[src/rtl/core/emr_pkg.sv]
// ============================================================================
// emr_pkg
// shared types, constants and helpers of the euler angle round trip block
// ============================================================================
package emr_pkg;

    // field widths and fixed point formats
    localparam int ANG_W         = 16;
    localparam int MAT_W         = 16;
    localparam int AFRAC         = ANG_W - 3;
    localparam int MFRAC         = MAT_W - 2;

    // pipeline shape
    localparam int CORDIC_STAGES = 16;
    localparam int CIDX_W        = 4;
    localparam int SQRT_STAGES   = 31;
    localparam int SIDX_W        = 5;

    // internal word widths (q30 work format)
    localparam int QW = 34;
    localparam int ZW = 35;
    localparam int PW = 2 * QW;
    localparam int RW = 62;

    typedef logic signed [QW-1:0] q30_t;
    typedef logic signed [ZW-1:0] zacc_t;
    typedef q30_t mat_t [3][3];
    typedef logic [8:0][MAT_W-1:0] qpack_t;

    // one cordic lane: vector and angle accumulator
    typedef struct packed {
        logic signed [QW-1:0] x;
        logic signed [QW-1:0] y;
        logic signed [ZW-1:0] z;
    } lane_t;

    // one square root lane: remainder and partial root
    typedef struct packed {
        logic [RW-1:0] rem;
        logic [RW-1:0] root;
    } sqrt_t;

    // decomposition control
    typedef struct packed {
        logic lock;
        logic mid_pos;
        logic neg_b;
    } dec_ctl_t;

    typedef enum logic [2:0] {
        ORD_XYZ = 3'd0,
        ORD_XZY = 3'd1,
        ORD_YXZ = 3'd2,
        ORD_YZX = 3'd3,
        ORD_ZXY = 3'd4,
        ORD_ZYX = 3'd5
    } order_t;

    localparam logic [1:0] AX_X = 2'd0;
    localparam logic [1:0] AX_Y = 2'd1;
    localparam logic [1:0] AX_Z = 2'd2;

    localparam logic REG_COMPOSE   = 1'b0;
    localparam logic REG_DECOMPOSE = 1'b1;

    localparam q30_t  ONE_Q30     = QW'(64'sd1 <<< 30);
    localparam zacc_t PI_Q30      = ZW'(64'sd3373259426);
    localparam zacc_t HALF_PI_Q30 = ZW'(64'sd1686629713);
    localparam q30_t  GAIN_Q30    =
        QW'(64'sd652032874 + (64'sd434688582 >>> (2 * CORDIC_STAGES)));
    localparam logic signed [MAT_W-1:0] ONE_Q14 = MAT_W'(1 << MFRAC);

    localparam logic [31:0] ATAN_TAB [CORDIC_STAGES] = '{
        32'h3243F6A8, 32'h1DAC6705, 32'h0FADBAFC, 32'h07F56EA6,
        32'h03FEAB76, 32'h01FFD55B, 32'h00FFFAAA, 32'h007FFF55,
        32'h003FFFEA, 32'h001FFFFD, 32'h000FFFFF, 32'h0007FFFF,
        32'h0003FFFF, 32'h0001FFFF, 32'h0000FFFF, 32'h00007FFF
    };

    // elementary rotation about one axis
    function automatic mat_t elem_mat(input logic [1:0] axis, input q30_t c, input q30_t s);
        mat_t m;
        for (int i = 0; i < 3; i++) begin
            for (int j = 0; j < 3; j++) begin
                m[i][j] = (i == j) ? ONE_Q30 : '0;
            end
        end
        unique case (axis)
            AX_Y: begin
                m[0][0] = c;  m[0][2] = s;
                m[2][0] = -s; m[2][2] = c;
            end
            AX_Z: begin
                m[0][0] = c;  m[0][1] = -s;
                m[1][0] = s;  m[1][1] = c;
            end
            default: begin
                m[1][1] = c;  m[1][2] = -s;
                m[2][1] = s;  m[2][2] = c;
            end
        endcase
        return m;
    endfunction

    // signed matrix entry from the packed q14 matrix
    function automatic logic signed [MAT_W-1:0] qget(input qpack_t q, input int r, input int c);
        return $signed(q[r*3+c]);
    endfunction

endpackage

[src/rtl/core/emr_sqrt_cell.sv]
// ============================================================================
// emr_sqrt_cell
// one digit of a restoring integer square root
// ============================================================================
module emr_sqrt_cell import emr_pkg::*; (
    input  logic              aclk,
    input  logic              en,
    input  logic [SIDX_W-1:0] idx,
    input  sqrt_t             sq_in,
    output sqrt_t             sq_out
);

    sqrt_t sq_reg, sq_next;
    logic [5:0]    sh;
    logic [RW-1:0] bitv, trial;

    always_comb begin
        sh    = 6'(2 * (SQRT_STAGES - 1)) - {idx, 1'b0};
        bitv  = RW'(1) << sh;
        trial = sq_in.root + bitv;
        if (sq_in.rem >= trial) begin
            sq_next.rem  = sq_in.rem - trial;
            sq_next.root = (sq_in.root >> 1) + bitv;
        end else begin
            sq_next.rem  = sq_in.rem;
            sq_next.root = sq_in.root >> 1;
        end
    end

    always_ff @(posedge aclk) begin
        if (en) begin
            sq_reg <= sq_next;
        end
    end

    assign sq_out = sq_reg;

endmodule

[config.mk]
export PLATFORM = sky130hd
export DESIGN_NAME = emr_sqrt_cell
export DESIGN_NICKNAME = d
export VERILOG_FILES = /design/src/rtl/core/emr_pkg.sv /design/src/rtl/core/emr_sqrt_cell.sv
export SDC_FILE = /design/constraint.sdc
export NUM_CORES = 1
export LEC_CHECK = 0
export ABC_AREA = 1
export BUFFER_PORTS_ARGS = -buffer_cell sky130_fd_sc_hd__buf_4
export CAP_MARGIN = 5
export CORE_AREA = 2 2 191 193
export DETAILED_ROUTE_END_ITERATION = 10
export DIE_AREA = 0 0 193 195
export GPL_TIMING_DRIVEN = 0
export PLACE_DENSITY_LB_ADDON = 0.3
export SYNTH_ARGS = -nofsm -noshare
export SYNTH_HDL_FRONTEND = slang
export SYNTH_SLANG_ARGS = --single-unit
[constraint.sdc]
create_clock -name aclk -period 6.64 [get_ports aclk]
set_clock_uncertainty 0.05 [all_clocks]
set_input_delay 1.328 -clock aclk [delete_from_list [all_inputs] [get_ports aclk]]
set_output_delay 1.328 -clock aclk [all_outputs]
set_load 0.01 [all_outputs]
* Word-level counts from Yosys, hierarchy flattened
Index checks and enable logic that the tools add are counted.
Storage, ports and cells: output and inout bits 124, memories 0, bits in writable memories 0, memory bits (read-only) 0, register bits after elaboration 124, word-level logic and storage cells 10, input bits 131, latch bits 0
Operators by class: magnitude comparators 1, mux-type cells 1, add/sub/neg operators 4, divide/modulo/power cells 0, shift operators 1, eq/ne operators 0, reduce and logical (&&, ||, !) cells 0, bitwise logic cells 0, $mul 0
Operators by type and width (number):
- $mux W124 | 1
- $add A61 B62 Y62 | 1
- $add A62 B62 Y62 | 1
- $ge A62 B62 Y1 | 1
- $shl A1 B6 Y62 const A | 1
- $sub A62 B62 Y62 | 1
- $sub A6 B6 Y6 const A | 1

* Logic depth before layout (Yosys ltp)
depth in word-level cells 5, gate-level depth with buffers 39, gate-level depth less buffers 34

* Least setup slack after synthesis
OpenSTA, ideal clock, no wires.
path kind input-to-reg, start point input port idx[1], end point register sq_reg (netlist bit sq_out[100]) (data pin), setup slack 0.836 ns, arrival time 5.487 ns, setup time 0.267 ns, buffers on the path 5, cell stages on the path 35, cell sequence buf_4 > nand2_1 > inv_2 > nand3_2 > nand2_4 > buf_6 > clkbuf_1 > inv_1 > nor2_1 > ha_1 > nand2_1 > o21ai_0 > nand2_1 > o21ai_0 > inv_1 > nand2_1 > nand2_1 > nand2_1 > nand2_1 > nand4_1 > nand2_1 > ha_1 > nand2_1 > nor2_1 > inv_1 > nor2_1 > inv_1 > nor4_1 > nand4_1 > nand3_2 > inv_1 > buf_2 > buf_4 > nand2_1 > o21ai_0
RTL lines:
- start: declaration | RTL line emr_sqrt_cell.sv:8 | input logic [SIDX_W-1:0] idx,
- end signal: assignment | RTL line emr_sqrt_cell.sv:32 | sq_reg <= sq_next;
- end: declaration | RTL line emr_sqrt_cell.sv:13 | sqrt_t sq_reg, sq_next;

==> impl_metrics.tcl <==
set metrics [dict create \
    status "complete, no violations" \
    hold_violations 0 \
    drt_pass1_iterations 8 \
    cts-root-buf "clkbuf_16" \
    seqPwrFrac_pct 30.2 \
    max_cap_violations 0 \
    pre_cts_ws_ps -1420 \
    max-clock-path-buffers 2 \
    cts_num_sinks 124 \
    stdcell_count 3704 \
    grt_max_degree 65 \
    wl_mm 77.9 \
    top_layer_used "met4" \
    dr_wl_met2_mm 35.6 \
    wire_per_inst_um 21.0 \
    power.net_switching_uw 1380 \
    dp.cells 3663 \
    endpoint_kind "flop" \
    cts_tree "built" \
    crit_path_start_kind "input pin" \
    num_vias 21486 \
    synth_warnings 0 \
    core_mm2 0.0354 \
    area_delta_synth_final_pct 20.1 \
    finalCritPeriodShare_pct 98.1 \
    synthFlopType "edfxtp_1" \
    die-height_um 195 \
    dieWidth_um 193 \
    dp.final_hpwl_mm 64.9 \
    critical_path_peak_fanout 10 \
    htreeDepth 4 \
    synth_edf_count 124 \
    start_util_pct 49.6 \
    final.fill_count 3507 \
    ios 255 \
    drv_slew 0 \
    dr.first_iter.drc_count 2058 \
    mostFrequentLayoutCells "nand2_1, inv_1, nor2_1" \
    synthCells 2950 \
    final-setup-viol-count 0 \
    place_congestion 1.04 \
    dieArea_mm2 0.0376 \
    relSlewSlack_pct 33.5 \
    drc 0 \
    overflow 0 \
    internal_power_uw 2030 \
    drive_above_1_share_pct 15.6 \
    grt_usage_pct 40.7 \
    avgSynthCellArea_um2 5.95 \
    synthArstFlopShare_pct 0 \
    met1Wirelength_mm 29.3 \
    synth_nets 3190 \
    drt-vias-per-instance 5.80 \
    fmax_mhz 153 \
    antenna_found_initial 0 \
    route.met3.wl_mm 6.84 \
    p_comb_share_pct 41.8 \
    synth.distinct_cells 56 \
    n_antenna_cell 0 \
    clkSlewWorstSetupHoldPaths_ps 60 \
    detail-route-antenna-nets 0 \
    cts_buffers 17 \
    power_density_mw_per_mm2 162 \
    min_period_ps 6520 \
    worst_pin_slew_ps 987 \
    critPathKind "in2reg" \
    layout_commonest_cell "nand2_1" \
    grt_pass1_wl_mm 115 \
    syn_area_mm2 0.0176 \
    p_sw_share_pct 40.5 \
    finalNetCount 3470 \
    p_leak_uw 0.00992 \
    worstPathRequired_ps 6820 \
    io_buffers 251 \
    cp.arrival_ps 6690 \
    grt_pass1_vias 20723 \
    final.setup.worst_slack_ps 123 \
    largest_reg_flops 124 \
    ys_ff_latch 124 \
    clkPwrFrac_pct 27.9 \
    peakVddDrop_uv 191 \
    num_rows 69 \
    ys_seq_area_share_pct 21.2 \
    hp-class "in2reg" \
    tns_ps 0 \
]
## through the flow
| step | power (uW) | area [um^2] | utilization [%] | hold slack (ps) |
|---|---|---|---|---|
| 3_5_place_dp | 2390 | 20000 | 56.6 | 1570 |
| 5_1_grt | 3550 | 21100 | 59.6 | 1120 |
| 6_report | 3410 | 21100 | 59.6 | 1090 |
| 4_1_cts | 3340 | 20700 | 58.4 | 1090 |
| 2_1_floorplan | 1800 | 17600 | - | 1390 |
| 3_3_place_gp | 2360 | 20000 | 56.5 | 1570 |
## cells by family (layout without fill, tap and decap cells)
| family | count (synthesis) | after routing | share of synthesized area [%] |
|---|---|---|---|
| fa+ha+maj | 109 | 109 | 7.81 |
| simple gates | 1635 | 1635 | 39.5 |
| compound gates | 474 | 474 | 15.2 |
| flops | 124 | 124 | 21.2 |
| buf+inv | 508 | 801 | 11.3 |
| xor+xnor | 100 | 100 | 4.99 |
## what timing repair did
action / CTS / global route
resized for setup: 27 / 91
buffers inserted: 0 / 10
hold buffers: 0 / 0
endpoints found under the setup margin: 124 / 124
pin swaps: 0 / 8
## final cells by class
| cell class | instances | area [um^2] | area share (%) |
|---|---|---|---|
| repair buffers | 262 | 1990 | 9.42 |
| inverters | 476 | 1790 | 8.49 |
| clock inverters | 15 | 139 | 0.659 |
| well taps | 461 | 577 | 2.74 |
| multi-input cells | 2318 | 12200 | 57.8 |
| clock buffers | 17 | 425 | 2.02 |
| plain buffers | 31 | 249 | 1.18 |
| flip-flops and latches | 124 | 3720 | 17.7 |
## metal layers
| layer | vias to the layer above | global-route usage (%) |
|---|---|---|
| li1 | 10207 | - |
| met1 | 9739 | 48.7 |
| met2 | 1276 | 68.2 |
| met3 | 264 | 5.21 |
| met4 | 0 | 26.4 |
| met5 | - | 0 |
## critical path: stages
cell,delay [ps]
buf_4,150
nand2_1,110
inv_2,130
nand3_2,90
nand2_4,140
buf_12,140
clkinvlp_4,220
nor2_4,200
ha_1,310
nand2_1,190
nor3_2,90
nand3_1,100
nand3_1,160
nand3_1,140
nand3_2,150
nand2_1,110
nand2_1,70
xnor2_1,380
ha_1,370
a21oi_1,210
nor2_1,60
nor2_1,240
a21boi_1,440
o21bai_1,160
a221oi_1,670
nand3b_1,140
nand3_1,120
nand2_1,50
## final timing paths
check | from | to | slack [ps] | depth (start not counted)
worst max-delay path | idx[1] | sq_out[123] | 120 | 28
worst min-delay path | sq_in[122] | sq_out[122] | 1090 | 3
## Yosys cell counts, drive strengths merged, types with 9 or more instances
library cell	number	area [um^2]
xor2	53	464
inv	474	1780
nand3b	28	210
a21oi	149	749
xnor2	47	412
ha	108	1350
nor4	10	62.6
a31oi	23	144
nor3	48	260
nand4	54	344
nand3	192	1020
or2	9	56.3
o21bai	17	143
o21ai	217	1100
a21boi	13	97.6
nor2	386	1510
buf	25	174
edfxtp	124	3720
nand2	903	3440
a21o	16	120
## power groups by stage
stage                     registers, uW  clock network (uW)  logic [uW]
after floorplan                    1100                   0         698
after global placement             1040                   0        1320
after detailed placement           1050                   0        1340
after CTS                          1030                 952        1350
after global routing               1040                 981        1530
final                              1030                 953        1430
Power figures use the tool's default switching activity.
