`src/rtl/core/emr_pkg.sv`:
```
// ============================================================================
// emr_pkg
// shared types, constants and helpers of the euler angle round trip block
// ============================================================================
package emr_pkg;

    // field widths and fixed point formats
    localparam int ANG_W         = 16;
    localparam int MAT_W         = 16;
    localparam int AFRAC         = ANG_W - 3;
    localparam int MFRAC         = MAT_W - 2;

    // pipeline shape
    localparam int CORDIC_STAGES = 16;
    localparam int CIDX_W        = 4;
    localparam int SQRT_STAGES   = 31;
    localparam int SIDX_W        = 5;

    // internal word widths (q30 work format)
    localparam int QW = 34;
    localparam int ZW = 35;
    localparam int PW = 2 * QW;
    localparam int RW = 62;

    typedef logic signed [QW-1:0] q30_t;
    typedef logic signed [ZW-1:0] zacc_t;
    typedef q30_t mat_t [3][3];
    typedef logic [8:0][MAT_W-1:0] qpack_t;

    // one cordic lane: vector and angle accumulator
    typedef struct packed {
        logic signed [QW-1:0] x;
        logic signed [QW-1:0] y;
        logic signed [ZW-1:0] z;
    } lane_t;

    // one square root lane: remainder and partial root
    typedef struct packed {
        logic [RW-1:0] rem;
        logic [RW-1:0] root;
    } sqrt_t;

    // decomposition control
    typedef struct packed {
        logic lock;
        logic mid_pos;
        logic neg_b;
    } dec_ctl_t;

    typedef enum logic [2:0] {
        ORD_XYZ = 3'd0,
        ORD_XZY = 3'd1,
        ORD_YXZ = 3'd2,
        ORD_YZX = 3'd3,
        ORD_ZXY = 3'd4,
        ORD_ZYX = 3'd5
    } order_t;

    localparam logic [1:0] AX_X = 2'd0;
    localparam logic [1:0] AX_Y = 2'd1;
    localparam logic [1:0] AX_Z = 2'd2;

    localparam logic REG_COMPOSE   = 1'b0;
    localparam logic REG_DECOMPOSE = 1'b1;

    localparam q30_t  ONE_Q30     = QW'(64'sd1 <<< 30);
    localparam zacc_t PI_Q30      = ZW'(64'sd3373259426);
    localparam zacc_t HALF_PI_Q30 = ZW'(64'sd1686629713);
    localparam q30_t  GAIN_Q30    =
        QW'(64'sd652032874 + (64'sd434688582 >>> (2 * CORDIC_STAGES)));
    localparam logic signed [MAT_W-1:0] ONE_Q14 = MAT_W'(1 << MFRAC);

    localparam logic [31:0] ATAN_TAB [CORDIC_STAGES] = '{
        32'h3243F6A8, 32'h1DAC6705, 32'h0FADBAFC, 32'h07F56EA6,
        32'h03FEAB76, 32'h01FFD55B, 32'h00FFFAAA, 32'h007FFF55,
        32'h003FFFEA, 32'h001FFFFD, 32'h000FFFFF, 32'h0007FFFF,
        32'h0003FFFF, 32'h0001FFFF, 32'h0000FFFF, 32'h00007FFF
    };

    // elementary rotation about one axis
    function automatic mat_t elem_mat(input logic [1:0] axis, input q30_t c, input q30_t s);
        mat_t m;
        for (int i = 0; i < 3; i++) begin
            for (int j = 0; j < 3; j++) begin
                m[i][j] = (i == j) ? ONE_Q30 : '0;
            end
        end
        unique case (axis)
            AX_Y: begin
                m[0][0] = c;  m[0][2] = s;
                m[2][0] = -s; m[2][2] = c;
            end
            AX_Z: begin
                m[0][0] = c;  m[0][1] = -s;
                m[1][0] = s;  m[1][1] = c;
            end
            default: begin
                m[1][1] = c;  m[1][2] = -s;
                m[2][1] = s;  m[2][2] = c;
            end
        endcase
        return m;
    endfunction

    // signed matrix entry from the packed q14 matrix
    function automatic logic signed [MAT_W-1:0] qget(input qpack_t q, input int r, input int c);
        return $signed(q[r*3+c]);
    endfunction

endpackage

```
`src/rtl/core/emr_vec_cell.sv`:
```
// ============================================================================
// emr_vec_cell
// one vectoring-mode cordic step with its output register
// ============================================================================
module emr_vec_cell import emr_pkg::*; (
    input  logic              aclk,
    input  logic              en,
    input  logic [CIDX_W-1:0] idx,
    input  lane_t             lane_in,
    output lane_t             lane_out
);

    lane_t lane_reg, lane_next;
    logic signed [QW-1:0] xs, ys;
    zacc_t ang;

    always_comb begin
        xs  = $signed(lane_in.x) >>> idx;
        ys  = $signed(lane_in.y) >>> idx;
        ang = $signed({3'b000, ATAN_TAB[idx]});
        if (!lane_in.y[QW-1]) begin
            lane_next.x = lane_in.x + ys;
            lane_next.y = lane_in.y - xs;
            lane_next.z = lane_in.z + ang;
        end else begin
            lane_next.x = lane_in.x - ys;
            lane_next.y = lane_in.y + xs;
            lane_next.z = lane_in.z - ang;
        end
    end

    always_ff @(posedge aclk) begin
        if (en) begin
            lane_reg <= lane_next;
        end
    end

    assign lane_out = lane_reg;

endmodule

```
`config.mk`:
```
export PLATFORM = sky130hd
export DESIGN_NAME = emr_vec_cell
export DESIGN_NICKNAME = d
export VERILOG_FILES = /design/src/rtl/core/emr_pkg.sv /design/src/rtl/core/emr_vec_cell.sv
export SDC_FILE = /design/constraint.sdc
export NUM_CORES = 1
export LEC_CHECK = 0
export ABC_CLOCK_PERIOD_IN_PS = 8170
export BUFFER_PORTS_ARGS = -buffer_cell sky130_fd_sc_hd__buf_2
export CAP_MARGIN = 20
export CORE_MARGIN = 2
export CORE_UTILIZATION = 50
export DETAILED_ROUTE_END_ITERATION = 10
export HOLD_SLACK_MARGIN = 0.02
export PLACE_DENSITY = 0.73
export REMOVE_ABC_BUFFERS = 1
export SLEW_MARGIN = 30
export SYNTH_ARGS = -nofsm -noshare
export SYNTH_HDL_FRONTEND = slang
export SYNTH_SLANG_ARGS = --single-unit
```
`constraint.sdc`:
```
create_clock -name aclk -period 8.17 [get_ports aclk]
set_input_delay 0.817 -clock aclk [delete_from_list [all_inputs] [get_ports aclk]]
set_output_delay 0.817 -clock aclk [all_outputs]
set_load 0.02 [all_outputs]
```
# Word level (Yosys, flattened, before mapping)
# Memory sizes are Yosys's and may differ from the RTL's.
# Cells that the tools add are included.
totals:
  ff_bits: 103
  wordCells: 17
  memories: 1
  romBits: 512
  output_inout_bits: 103
classes:
  n_shift: 2
  n_bitwise: 1
  magnitude_cmp: 1
  add_sub_neg: 6
  n_mux: 3
memory_table:
  columns: ["name", "words", "width", "rd", "rd_ports_with_merged_regs", "wr", "line_no", "rtl"]
  rows:
  - ["(name not given)", 16, 32, 1, 0, 0, "emr_vec_cell.sv:20", "ang = $signed({3'b000, ATAN_TAB[idx]});"]
op_table:
  columns: ["cell", "n"]
  rows:
  - ["two-way mux 103 bit", 1]
  - ["adder 34 bit", 2]
  - [">>> shifter 34 x 4 -> 34 bit", 2]
  - ["subtractor 34 bit", 2]
  - ["two-way mux 32 bit", 2]
  - ["adder 35 x 33 -> 35 bit", 1]
  - ["subtractor 35 x 33 -> 35 bit", 1]
  - ["greater-or-equal comparator 5 bit, second input constant", 1]
  - ["NOT 4 -> 5 bit", 1]

# Depth between registers and ports, before layout
logic_depth:
  ltp_word: 6
  mapped_depth: 29

# Worst setup path before layout
# No wires, ideal clock.
synth_timing:
  path_type: "input-to-reg"
  startpoint: "in idx[3]"
  endpoint: "reg lane_reg (netlist bit lane_out[102]) (data pin)"
  arrival_time_ps: 5846
  setup_time_ps: 260
  t_required_ps: 7910
  slack_ps: 2064
  n_path_buf: 6
  stages: 27
  cell_sequence: "buf_2 buf_2 buf_2 buf_2 clkbuf_1 clkbuf_1 mux2i_1 nor2_1 a21oi_1 o21ai_0 o21ai_0 ha_1 and4_1 nand2_1 nor3_2 inv_1 o31a_1 xnor2_1 ha_1 o211ai_1 nor2_1 or4b_2 nand3_1 o311ai_0 nand3_1 o211ai_1 xnor2_1"
synth_rtl:
  columns: ["element", "line_no", "rtl"]
  rows:
  - ["start, declared", "emr_vec_cell.sv:8", "input logic [CIDX_W-1:0] idx,"]
  - ["end signal, assigned", "emr_vec_cell.sv:34", "lane_reg <= lane_next;"]
  - ["end, declared", "emr_vec_cell.sv:13", "lane_t lane_reg, lane_next;"]

==> results.yml <==
sta:
  setup-tns-final_ps: 0
  slew_violations: 0
  hold_viol_final: 0
  max_freq_mhz: 156.7
  slew_headroom_pct: 39.28
  fin_crit_sh_pct: 78.09
  setup_viol: 0
  min_period_ps: 6380
  worst_slew_pin_slew_ps: 907.4
  rsz0062_at_grt: "false"
run:
  drv_cap: 0
synth:
  syn_area_per_cell_um2: 9.170
  synthArstFlopShare_pct: 0
  synth_warnings: 0
  syn_area_um2: 14030
  synth-seq-area-share_pct: 22.05
  synth_top_flop_cell: "edfxtp_1"
  postSynthCellCount: 1530
  ys_ff_latch: 103
  synth_edf_count: 103
  yosysUniqueCellTypes: 87
cts:
  post_cts_resized: 0
  post_cts_buffers: 0
  htreeDepth: 3
  cts-root-buf: "clkbuf_16"
  postCtsHoldBufs: 0
  cts_buffer_depth: 2
  cts_buffers: 9
  tritoncts: "built"
  clock-sinks: 103
  clk_transition_reported_paths_ps: 100
pwr:
  power.density_nw_per_um2: 183.6
  switching_share_pct: 42.64
  p_leak_nw: 6.543
  p_int_mw: 1.642
  clockPowerShare_pct: 15.8
  vdd_ir_drop_max_mv: 0.09875
  p_switching_mw: 1.221
  combPwrFrac_pct: 55.5
  seqPwrFrac_pct: 28.6
placed_design:
  port_buffers: 211
  dp_hpwl_um: 30350
  gp_congestion: 0.9404
  place_inst: 2054
  placed_area_um2: 15290
floorplan:
  coreArea_um2: 27710
  die_area_um2: 29420
  rows: 61
  initial_core_util_pct: 50.64
  die_w_um: 171.5
  io_pins: 212
  die_h_um: 171.5
global_routing:
  gr-total-overflow: 0
  grt_max_degree: 72
  gr-usage-all-layers_pct: 26.89
  grt_pass1_vias: 11820
  grt_pass1_wl_um: 62190
  antenna_found_initial: 5
critical_path:
  crit_fanout: 71
  cp_data_required_time_ps: 8320
  endpoint_kind: "register"
  arrival_ps: 6530
  start_kind: "primary input"
  path_class: "primary input to register"
finish:
  largest_register_ff_count: 103
  area_growth_pct: 11.12
  final_cell_count_no_fill: 2072
  drive_above_1_share_pct: 22.46
  design_area_um2: 15590
  nets: 1910
routing:
  routedWlPerCell_um: 19.27
  ant_nets: 0
  wl_met3_um: 3481
  wl_met2_um: 18100
  wl_met1_um: 17170
  vias: 12890
  wl_um: 39940
  route.detailed.drc: 0
  firstDrtPassIters: 6
  top_layer_used: "met5"
  first_iter_violations: 1289
  via_per_inst: 6.222
min_path:
  hold_path_class: "primary input to register"
outcome:
  status: "complete, no violations"
[layout make-up]
| cell class | instances | area, um2 |
|---|---|---|
| sequential | 103 | 3093 |
| multi-input combinational | 1293 | 10340 |
| tap | 378 | 473.0 |
| fill | 2443 | 12120 |
| clock inverter | 6 | 65.06 |
| clock buffer | 10 | 229.0 |
| antenna | 2 | 5.005 |
| timing repair buffer | 223 | 1175 |
| inverter | 57 | 214.0 |
[metrics by stage]
stage                     setup WS, ps  util (%)  hold WS (ps)  total power [mW]
after global placement            1655     55.19          1136             2.378
after floorplan                   2011         -         929.5             1.949
after global routing              1380     56.26         776.6             3.058
after CTS                         1929     56.25         757.0             2.868
after detailed placement          1528     55.19          1142             2.405
final                             1790     56.27         770.6             2.863
[cell usage after synthesis (8+ instances only)]
master     instances  area [um2]
xnor2_1          104       910.9
and2_1            15       93.84
o21ai_0           71       355.3
a2111oi_0          8       70.07
a21o_1            43       322.8
or3_1              9       56.30
edfxtp_1         103        3093
buf_1             13       48.80
o21a_1            19       142.6
and3_1            20       125.1
mux4_2            77        1734
a21oi_1          147       735.7
xor2_1            66       578.1
o21bai_1          19       142.6
nor2b_1           16       100.1
ha_1             111        1389
clkbuf_1          30       112.6
o211ai_1          13       97.59
inv_1             57       214.0
nand4_1           10       62.56
nor3_1            31       155.2
nand2b_1           9       56.30
buf_2             26       130.1
mux2i_1           44       440.4
a211oi_1           9       67.56
a31oi_1           32       200.2
nand3_1           24       120.1
nand2_1          127       476.7
nor2_1           119       446.7
mux2_2            38       427.9
[cells by family (layout without fill, tap and decap cells)]
logic type / Yosys count / count (layout) / share of synthesized area, %
compound gates: 425 / 425 / 19.16
xor+xnor: 170 / 170 / 10.61
fa+ha+maj: 114 / 114 / 10.33
buf+inv: 134 / 296 / 4.281
flops: 103 / 103 / 22.05
mux: 163 / 163 / 18.96
other cells: 0 / 2 / 0
simple gates: 421 / 421 / 14.62
[power by group through the flow]
| stage | Clock (mW) | Sequential, mW | Combinational, mW |
|---|---|---|---|
| 6_report | 0.453 | 0.820 | 1.59 |
| 5_1_grt | 0.480 | 0.832 | 1.75 |
| 4_1_cts | 0.464 | 0.822 | 1.58 |
| 3_5_place_dp | 0 | 0.832 | 1.57 |
| 3_3_place_gp | 0 | 0.831 | 1.55 |
| 2_1_floorplan | 0 | 1.02 | 0.933 |
[final timing paths]
path	startpoint	end	slack (ps)	cells after the start
hold / removal	lane_in[35]	lane_out[35]	770	2
setup / recovery	idx[3]	lane_out[68]	1790	20
[routing by layer]
layer / up-vias / global-route usage [%]
met5: - / 0
met4: 4 / 8.954
met3: 102 / 4.832
met2: 637 / 42.31
met1: 6043 / 37.38
li1: 6105 / -
[critical path, cell delays in order]
cell and delay [ps]:
buf_4 610, inv_1 380, buf_4 350, mux2i_1 180
nor2_1 190, and4_1 340, nor2b_1 380, a21oi_1 150
xnor2_1 160, ha_1 330, and3_1 200, a221o_1 330
a21o_1 180, a31o_2 230, a311oi_1 540, o211ai_1 260
a31oi_1 340, o21ai_0 200, a31oi_1 230, xnor2_1 80
[cell usage in the layout, fill, tap and decap left out, types with 4 or more instances in the layout]
cell type and count:
a21o_1 43, or2_2 6, mux2i_1 44, o211ai_1 13, a2111oi_0 8, nand3_1 24
nand4_1 10, o21ai_0 71, nand2_1 127, nand2b_1 9, a22o_1 4, and2_1 15
xor2_1 66, o31ai_1 6, ha_1 111, inv_1 56, a211oi_1 9, and4_1 5
a31oi_1 32, nor2b_1 16, or3_1 9, xnor2_1 104, a21oi_1 147, nor3_1 31
nor4_1 4, nor2_1 119, buf_2 206, a221oi_1 4, mux4_2 77, buf_4 15
clkbuf_16 9, mux2_2 38, and3_1 20, o21bai_1 19, o21a_1 19, o22ai_1 6
edfxtp_1 103
No activity file was read; power rests on OpenSTA's default activity.
