### src/rtl/core/emr_pkg.sv
// ============================================================================
// emr_pkg
// shared types, constants and helpers of the euler angle round trip block
// ============================================================================
package emr_pkg;

    // field widths and fixed point formats
    localparam int ANG_W         = 16;
    localparam int MAT_W         = 16;
    localparam int AFRAC         = ANG_W - 3;
    localparam int MFRAC         = MAT_W - 2;

    // pipeline shape
    localparam int CORDIC_STAGES = 16;
    localparam int CIDX_W        = 4;
    localparam int SQRT_STAGES   = 31;
    localparam int SIDX_W        = 5;

    // internal word widths (q30 work format)
    localparam int QW = 34;
    localparam int ZW = 35;
    localparam int PW = 2 * QW;
    localparam int RW = 62;

    typedef logic signed [QW-1:0] q30_t;
    typedef logic signed [ZW-1:0] zacc_t;
    typedef q30_t mat_t [3][3];
    typedef logic [8:0][MAT_W-1:0] qpack_t;

    // one cordic lane: vector and angle accumulator
    typedef struct packed {
        logic signed [QW-1:0] x;
        logic signed [QW-1:0] y;
        logic signed [ZW-1:0] z;
    } lane_t;

    // one square root lane: remainder and partial root
    typedef struct packed {
        logic [RW-1:0] rem;
        logic [RW-1:0] root;
    } sqrt_t;

    // decomposition control
    typedef struct packed {
        logic lock;
        logic mid_pos;
        logic neg_b;
    } dec_ctl_t;

    typedef enum logic [2:0] {
        ORD_XYZ = 3'd0,
        ORD_XZY = 3'd1,
        ORD_YXZ = 3'd2,
        ORD_YZX = 3'd3,
        ORD_ZXY = 3'd4,
        ORD_ZYX = 3'd5
    } order_t;

    localparam logic [1:0] AX_X = 2'd0;
    localparam logic [1:0] AX_Y = 2'd1;
    localparam logic [1:0] AX_Z = 2'd2;

    localparam logic REG_COMPOSE   = 1'b0;
    localparam logic REG_DECOMPOSE = 1'b1;

    localparam q30_t  ONE_Q30     = QW'(64'sd1 <<< 30);
    localparam zacc_t PI_Q30      = ZW'(64'sd3373259426);
    localparam zacc_t HALF_PI_Q30 = ZW'(64'sd1686629713);
    localparam q30_t  GAIN_Q30    =
        QW'(64'sd652032874 + (64'sd434688582 >>> (2 * CORDIC_STAGES)));
    localparam logic signed [MAT_W-1:0] ONE_Q14 = MAT_W'(1 << MFRAC);

    localparam logic [31:0] ATAN_TAB [CORDIC_STAGES] = '{
        32'h3243F6A8, 32'h1DAC6705, 32'h0FADBAFC, 32'h07F56EA6,
        32'h03FEAB76, 32'h01FFD55B, 32'h00FFFAAA, 32'h007FFF55,
        32'h003FFFEA, 32'h001FFFFD, 32'h000FFFFF, 32'h0007FFFF,
        32'h0003FFFF, 32'h0001FFFF, 32'h0000FFFF, 32'h00007FFF
    };

    // elementary rotation about one axis
    function automatic mat_t elem_mat(input logic [1:0] axis, input q30_t c, input q30_t s);
        mat_t m;
        for (int i = 0; i < 3; i++) begin
            for (int j = 0; j < 3; j++) begin
                m[i][j] = (i == j) ? ONE_Q30 : '0;
            end
        end
        unique case (axis)
            AX_Y: begin
                m[0][0] = c;  m[0][2] = s;
                m[2][0] = -s; m[2][2] = c;
            end
            AX_Z: begin
                m[0][0] = c;  m[0][1] = -s;
                m[1][0] = s;  m[1][1] = c;
            end
            default: begin
                m[1][1] = c;  m[1][2] = -s;
                m[2][1] = s;  m[2][2] = c;
            end
        endcase
        return m;
    endfunction

    // signed matrix entry from the packed q14 matrix
    function automatic logic signed [MAT_W-1:0] qget(input qpack_t q, input int r, input int c);
        return $signed(q[r*3+c]);
    endfunction

endpackage

### src/rtl/core/emr_rot_cell.sv
// ============================================================================
// emr_rot_cell
// one rotation-mode cordic step with its output register
// ============================================================================
module emr_rot_cell import emr_pkg::*; (
    input  logic              aclk,
    input  logic              en,
    input  logic [CIDX_W-1:0] idx,
    input  lane_t             lane_in,
    output lane_t             lane_out
);

    lane_t lane_reg, lane_next;
    logic signed [QW-1:0] xs, ys;
    zacc_t ang;

    always_comb begin
        xs  = $signed(lane_in.x) >>> idx;
        ys  = $signed(lane_in.y) >>> idx;
        ang = $signed({3'b000, ATAN_TAB[idx]});
        if (!lane_in.z[ZW-1]) begin
            lane_next.x = lane_in.x - ys;
            lane_next.y = lane_in.y + xs;
            lane_next.z = lane_in.z - ang;
        end else begin
            lane_next.x = lane_in.x + ys;
            lane_next.y = lane_in.y - xs;
            lane_next.z = lane_in.z + ang;
        end
    end

    always_ff @(posedge aclk) begin
        if (en) begin
            lane_reg <= lane_next;
        end
    end

    assign lane_out = lane_reg;

endmodule

### config.mk
export PLATFORM = sky130hd
export DESIGN_NAME = emr_rot_cell
export DESIGN_NICKNAME = d
export VERILOG_FILES = /design/src/rtl/core/emr_pkg.sv /design/src/rtl/core/emr_rot_cell.sv
export SDC_FILE = /design/constraint.sdc
export NUM_CORES = 1
export LEC_CHECK = 0
export BUFFER_PORTS_ARGS = -buffer_cell sky130_fd_sc_hd__buf_2
export CAP_MARGIN = 5
export CORE_UTILIZATION = 55
export CTS_BUF_LIST = sky130_fd_sc_hd__clkbuf_16
export CTS_CLUSTER_SIZE = 16
export DETAILED_ROUTE_END_ITERATION = 7
export GPL_TIMING_DRIVEN = 0
export PLACE_DENSITY = 0.76
export SLEW_MARGIN = 10
export SYNTH_ARGS = -nofsm -noshare
export SYNTH_HDL_FRONTEND = slang
export SYNTH_SLANG_ARGS = --single-unit
export TNS_END_PERCENT = 20
### constraint.sdc
create_clock -name aclk -period 8.05 [get_ports aclk]
set_input_delay 0.805 -clock aclk [delete_from_list [all_inputs] [get_ports aclk]]
set_output_delay 0.805 -clock aclk [all_outputs]
set_load 0.02 [all_outputs]
After elaboration in Yosys (flattened, before gate mapping):

Memories as Yosys holds them, arrays and structs flattened.
Cells that the tools add are included.

* ROM bits: 512
* memories: 1
* register bits after elaboration: 103
* output and inout bits: 103
* bits of input ports: 109

* bitwise gates (word level): 1
* shift operators: 2
* mux-type cells: 3
* add/subtract/negate cells: 6
* order comparisons: 1

Memory list
* (name not given): words 16, width 32, rd ports 1, clocked after memory_dff 0, wr ports 0, line emr_rot_cell.sv:20 `ang = $signed({3'b000, ATAN_TAB[idx]});`

Operators with widths (number)
* two-way mux 103 bit: 1
* adder 34 bit: 2
* >>> shifter 34 x 4 -> 34 bit: 2
* subtractor 34 bit: 2
* two-way mux 32 bit: 2
* adder 35 x 33 -> 35 bit: 1
* subtractor 35 x 33 -> 35 bit: 1
* greater-or-equal comparator 5 bit (second input constant): 1
* NOT 4 -> 5 bit: 1

Depth between registers and ports, before layout:

Gate-level depths: netlist (run 1).

* depth after elaboration: 6
* depth in mapped cells: 25
* depth with buffers taken out: 20

Least setup slack after synthesis (run 1):

Ideal clock, no wire load.

* path kind: input-to-reg
* from: input idx[0]
* to: register lane_reg, in the netlist lane_out[68], data pin
* slack: 2132 ps
* buffers on the path: 3
* arrival time: 5659 ps
* data required time: 7790 ps
* cell stages on the path: 21
* cell sequence: buf_6 buf_2 mux4_2 mux2_2 nand3b_1 o21a_1 or4_1 or2_2 nor2_1 nor2_1 xnor2_1 ha_1 clkbuf_1 nand4_1 or3_1 o211ai_1 a311o_1 a211oi_1 nor4_1 o21ai_0 xnor2_1

RTL lines
* start: declaration: line emr_rot_cell.sv:8 `input logic [CIDX_W-1:0] idx,`
* end signal: assignment: line emr_rot_cell.sv:34 `lane_reg <= lane_next;`
* end: declaration: line emr_rot_cell.sv:13 `lane_t lane_reg, lane_next;`

==> impl_metrics.tcl, run 1 <==
set metrics [dict create \
    route.detailed.drc 0 \
    nFillCells 2136 \
    io_buffers 208 \
    synth_edf_count 103 \
    holdBufCountCts 0 \
    cts_htree_levels 3 \
    drt-pass1-iter-count 6 \
    die_w_microns 159.8 \
    power_density_nw_per_um2 194.9 \
    diodes 0 \
    final_cell_mix "214 x buf_2, 136 x a21oi_1, 120 x xnor2_1, 112 x nor2_1, 111 x ha_1" \
    antenna_found_initial 0 \
    drive_above_1_share 0.2151 \
    core-area_sq_um 24390 \
    crit_chain "buf_2 > clkbuf_1 > buf_1 > clkbuf_1 > buf_1 > clkbuf_1 > clkbuf_1 > nand2_1 > a21oi_1 > xnor2_1 > ha_1 > and3_1 > a221o_1 > a21o_1 > a21oi_1 > o21ai_0 > a211oi_1 > nor3_1 > or4b_2 > nand3_1" \
    largest_reg_flops 103 \
    post-place-cells 1972 \
    vias 12940 \
    final_cell_count_no_fill 1988 \
    dieArea_sq_um 25550 \
    gp_congestion 1.023 \
    crit_buf_inv 7 \
    required_ns 8.27 \
    path_class "in2reg" \
    synthesis.nets 1662 \
    ys_types 83 \
    grt_pass1_vias 12480 \
    path_clk_slew_ns 0.08 \
    p_total_mw 3.014 \
    cts_buffers 9 \
    grt_pass1_wl_mm 70.33 \
    ys_ff_latch 103 \
    avgSynthCellArea_sq_um 9.521 \
    synth_flop_cell "edfxtp_1" \
    post_drt_wl_per_cell_microns 23.23 \
    rsz0062_at_grt "no" \
    rows 57 \
    cts_root_buffer "clkbuf_16" \
    routed_via_density 6.511 \
    cts_buffer_depth 2 \
    syn_inst 1439 \
    io_pins 212 \
    fmax_ghz 0.1269 \
    worst_slack_ns 0.1672 \
    final_nets 1882 \
    holdWs_ns 0.7582 \
    die_h_microns 159.8 \
    slew_violations 0 \
    grtUsageTotal 0.3582 \
    synthesis.area_sq_um 13700 \
    hold_path.class "in2reg" \
    grt_max_degree 60 \
    slowest_delay_ns 0.65 \
    drt_iter0_markers 1267 \
    cts.sinks 103 \
    critPathLaunchType "input pin" \
    slew_headroom 0.3691 \
    initial_utilization 0.5617 \
    cts_tree "built" \
    synth_warnings 0 \
    final_common_cell "buf_2" \
    post-route-period-util 0.9792 \
    post_cts_buffers 0 \
    crit_slowest_cell "or4b_2" \
    synthArstFlopShare 0 \
    tightest_slew_ns 0.9463 \
    vdd_drop_max_v 0.0001258 \
    dp_hpwl_mm 36.55 \
    p_leak_nw 6.518 \
    crit_family "buffers and inverters" \
    final_core_util 0.6341 \
    pre_cts_ws_ns -0.06643 \
    status "completed" \
    seq_area_frac_synth 0.2258 \
    drtAntennaViolNets 0 \
    cts-resized-gates 0 \
    finalCriticalPeriod_ns 7.883 \
    grt-ovfl-total 0 \
    crit_fanout 10 \
    arrival_ns 8.11 \
    setup_viol 0 \
    wl_mm 46.18 \
    endpoint_kind "register" \
    cap_viol_max_count 0 \
    areaGrowthSynthToFinish_pct 12.89 \
    hold_viol_final 0 \
    crit_top_cell "clkbuf_1" \
]
## area by class of cell
cell class	count	area, sq um	share of cell area
clock inverter	7	56.30	0.003640
timing repair buffer	209	1071	0.06925
buffer	64	327.8	0.02120
inverter	55	206.4	0.01335
sequential	103	3093	0.2000
tap	324	405.4	0.02621
multi-input combinational	1217	10080	0.6518
clock buffer	9	225.2	0.01456
## final timing paths
kind	slack (ns)	start	to	cells past startpoint
worst max-delay path	0.17	idx[2]	lane_out[25]	20
worst min-delay path	0.76	lane_in[0]	lane_out[0]	2
## kinds of logic after synthesis
logic type	synth area share
simple gates	0.1265
flops	0.2258
mux	0.1984
buf+inv	0.03899
fa+ha+maj	0.1058
compound gates	0.1927
xor+xnor	0.1119
## layer usage
layer | vias to the layer above | GRT usage | routed length, microns
li1 | 5955 | - | -
met1 | 6201 | 0.4515 | 18250
met2 | 672 | 0.6131 | 22190
met3 | 116 | 0.05610 | 3727
met4 | 0 | 0.1459 | 2015
met5 | - | 0 | 0
## power by group
| part | internal, mW | total (mW) | switching, mW | leakage (nW) |
|---|---|---|---|---|
| Sequential | 0.804 | 0.836 | 0.0327 | 1.01 |
| Combinational | 0.690 | 1.73 | 1.04 | 5.38 |
| Clock | 0.214 | 0.446 | 0.232 | 0.132 |
## cell usage after synthesis (10+ instances only)
| cell type | count | share of area |
|---|---|---|
| xnor2_1 | 120 | 0.077 |
| xor2_1 | 55 | 0.035 |
| a211oi_1 | 19 | 0.010 |
| nor2_1 | 112 | 0.031 |
| mux4_2 | 69 | 0.11 |
| mux2_2 | 29 | 0.024 |
| nand2b_1 | 10 | 0.0046 |
| a21o_1 | 42 | 0.023 |
| o211ai_1 | 11 | 0.0060 |
| o21a_1 | 24 | 0.013 |
| buf_1 | 15 | 0.0041 |
| and2_1 | 10 | 0.0046 |
| mux2i_1 | 47 | 0.034 |
| nand2_1 | 90 | 0.025 |
| nor3_1 | 23 | 0.0084 |
| ha_1 | 111 | 0.10 |
| o21bai_1 | 17 | 0.0093 |
| a21oi_1 | 136 | 0.050 |
| clkbuf_1 | 34 | 0.0093 |
| edfxtp_1 | 103 | 0.23 |
| nand3_1 | 23 | 0.0084 |
| and3_1 | 18 | 0.0082 |
| or3_1 | 11 | 0.0050 |
| mux4_1 | 14 | 0.027 |
| a31oi_1 | 22 | 0.010 |
| inv_1 | 52 | 0.014 |
| nor2b_1 | 14 | 0.0064 |
| o21ai_0 | 73 | 0.027 |
## metrics by stage
| step | TNS [ns] | instance area (sq um) |
|---|---|---|
| after floorplan | 0 | 13700 |
| after global placement | -0.09126 | 15150 |
| after global routing | 0 | 15470 |
| after detailed placement | -0.06643 | 15180 |
| after CTS | 0 | 15460 |
| final | 0 | 15470 |
Note: power is estimated with default switching activity, not from simulation.
==> inputs of run 2 (changes only) <==
--- a/config.mk
+++ b/config.mk
@@ -7,8 +7,10 @@
 export LEC_CHECK = 0
 export BUFFER_PORTS_ARGS = -buffer_cell sky130_fd_sc_hd__buf_2
 export CAP_MARGIN = 5
+export CORE_MARGIN = 2
 export CORE_UTILIZATION = 55
 export CTS_BUF_LIST = sky130_fd_sc_hd__clkbuf_16
+export CTS_CLUSTER_DIAMETER = 40
 export CTS_CLUSTER_SIZE = 16
 export DETAILED_ROUTE_END_ITERATION = 7
 export GPL_TIMING_DRIVEN = 0
==> impl_metrics.tcl, run 2 (synthesized netlist as in run 1, its figures left out) <==
set metrics [dict create \
    dieArea_sq_um 26190 \
    p_leak_nw 6.519 \
    diodes 0 \
    pre_cts_ws_ns -0.2918 \
    io_buffers 208 \
    cts_htree_levels 3 \
    slew_headroom 0.3512 \
    rows 57 \
    final_common_cell "buf_2" \
    dpl_cell_area_sq_um 15180 \
    grtUsageTotal 0.3532 \
    areaGrowthSynthToFinish_pct 12.90 \
    grt_pass1_vias 12720 \
    core-area_sq_um 24390 \
    drt_iter0_markers 1255 \
    design_area_sq_um 15470 \
    die_w_microns 161.8 \
    drive_above_1_share 0.2157 \
    slew_violations 0 \
    antenna_found_initial 0 \
    required_ns 8.18 \
    crit_fanout 10 \
    gp_congestion 0.9812 \
    post-route-period-util 0.9639 \
    final_cell_mix "214 x buf_2, 136 x a21oi_1, 120 x xnor2_1, 112 x nor2_1, 111 x ha_1" \
    final_nets 1882 \
    rsz0062_at_grt "no" \
    fmax_ghz 0.1289 \
    hold_path.class "in2reg" \
    io_pins 212 \
    routed_via_density 6.535 \
    cts_tree "built" \
    vdd_drop_max_v 0.0001291 \
    final_cell_count_no_fill 1988 \
    post-place-cells 1972 \
    drt-pass1-iter-count 5 \
    crit_family "buffers and inverters" \
    tightest_slew_ns 0.9644 \
    path_clk_slew_ns 0.08 \
    largest_reg_flops 103 \
    cts_root_buffer "clkbuf_16" \
    critPathLaunchType "input pin" \
    setup_viol 0 \
    holdPathEnd "lane_out[0]" \
    status "completed" \
    hold_viol_final 0 \
    crit_slowest_cell "a2111oi_1" \
    die_h_microns 161.8 \
    power_density_nw_per_um2 196.4 \
    grt-ovfl-total 0 \
    min_from "lane_in[0]" \
    dp_hpwl_mm 37.39 \
    finalCriticalPeriod_ns 7.759 \
    slowest_delay_ns 0.81 \
    cts.sinks 103 \
    post_drt_wl_per_cell_microns 23.70 \
    vias 12990 \
    cap_viol_max_count 0 \
    grt_pass1_wl_mm 71.06 \
    grt_max_degree 64 \
    wl_mm 47.12 \
    crit_buf_inv 6 \
    arrival_ns 7.89 \
    cts_buffers 9 \
    crit_top_cell "clkbuf_1" \
    worst_slack_ns 0.2905 \
    initial_utilization 0.5617 \
    whs_path_depth 2 \
    cts_buffer_depth 2 \
    drtAntennaViolNets 0 \
    crit_chain "buf_2 > clkbuf_1 > clkbuf_2 > clkbuf_1 > buf_1 > clkbuf_1 > o21ai_0 > a41oi_1 > xor2_1 > ha_1 > nand3_1 > nor4_1 > nor2_1 > a2111oi_1 > o21ai_0 > a21boi_0 > o31ai_1 > a21oi_1 > xnor2_1" \
    route.detailed.drc 0 \
    endpoint_kind "register" \
    path_class "in2reg" \
    nFillCells 2077 \
]
run 2: changes by cell type in the layout (fill, tap and decap cells not counted):
| cell | before | now |
|---|---|---|
| buf_1 | 15 | 14 |
| clkbuf_2 | 0 | 1 |
| clkinv_4 | 2 | 1 |
| clkinvlp_4 | 2 | 3 |
| inv_6 | 1 | 0 |
| inv_8 | 1 | 2 |
run 2: worst max path at each step:
stage | start | slack [ns] | end | depth (start not counted)
2_1_floorplan | idx[0] | 2.13 | lane_out[68] | 21
3_3_place_gp | idx[2] | -0.24 | lane_out[67] | 21
3_5_place_dp | idx[2] | -0.29 | lane_out[67] | 21
4_1_cts | idx[2] | 0.08 | lane_out[67] | 21
5_1_grt | idx[2] | 0.08 | lane_out[102] | 20
6_report | idx[2] | 0.29 | lane_out[102] | 19
run 2: routing by layer:
layer,part of all wire,global-route usage
met5,0,0
met4,0.040,0.1492
met3,0.075,0.05056
met2,0.49,0.6201
met1,0.39,0.4350
run 2: what timing repair did:
action | in CTS | in global routing
buffers inserted | 0 | 0
gates resized for setup | 0 | 3
setup endpoints to repair | 0 | 11
hold buffers | 0 | 0
run 2: where the power goes:
group	internal [mW]	leakage [nW]	switching [mW]	total (mW)
clock	0.215	0.129	0.249	0.464
sequential	0.804	1.01	0.0340	0.838
combinational	0.690	5.38	1.05	1.74
total	1.71	6.52	1.33	3.04
run 2: cell type report:
cell class                 count  area, sq um  area share
inverter                      55        206.4     0.01335
tap                          324        405.4     0.02621
clock inverter                 7        57.56    0.003721
clock buffer                   9        225.2     0.01456
sequential                   103         3093      0.2000
buffer                        64        329.1     0.02127
timing repair buffer         209         1071     0.06924
multi-input combinational   1217        10080      0.6517
run 2: through the flow:
step	hold slack [ns]	util	TNS, ns	power (mW)
floorplan	0.9175	-	0	2.085
CTS	0.7356	0.6338	0	3.022
finish	0.7353	0.6342	0	3.037
detailed placement	1.111	0.6222	-0.7295	2.559
global placement	1.105	0.6210	-0.4289	2.528
global route	0.7466	0.6342	0	3.209
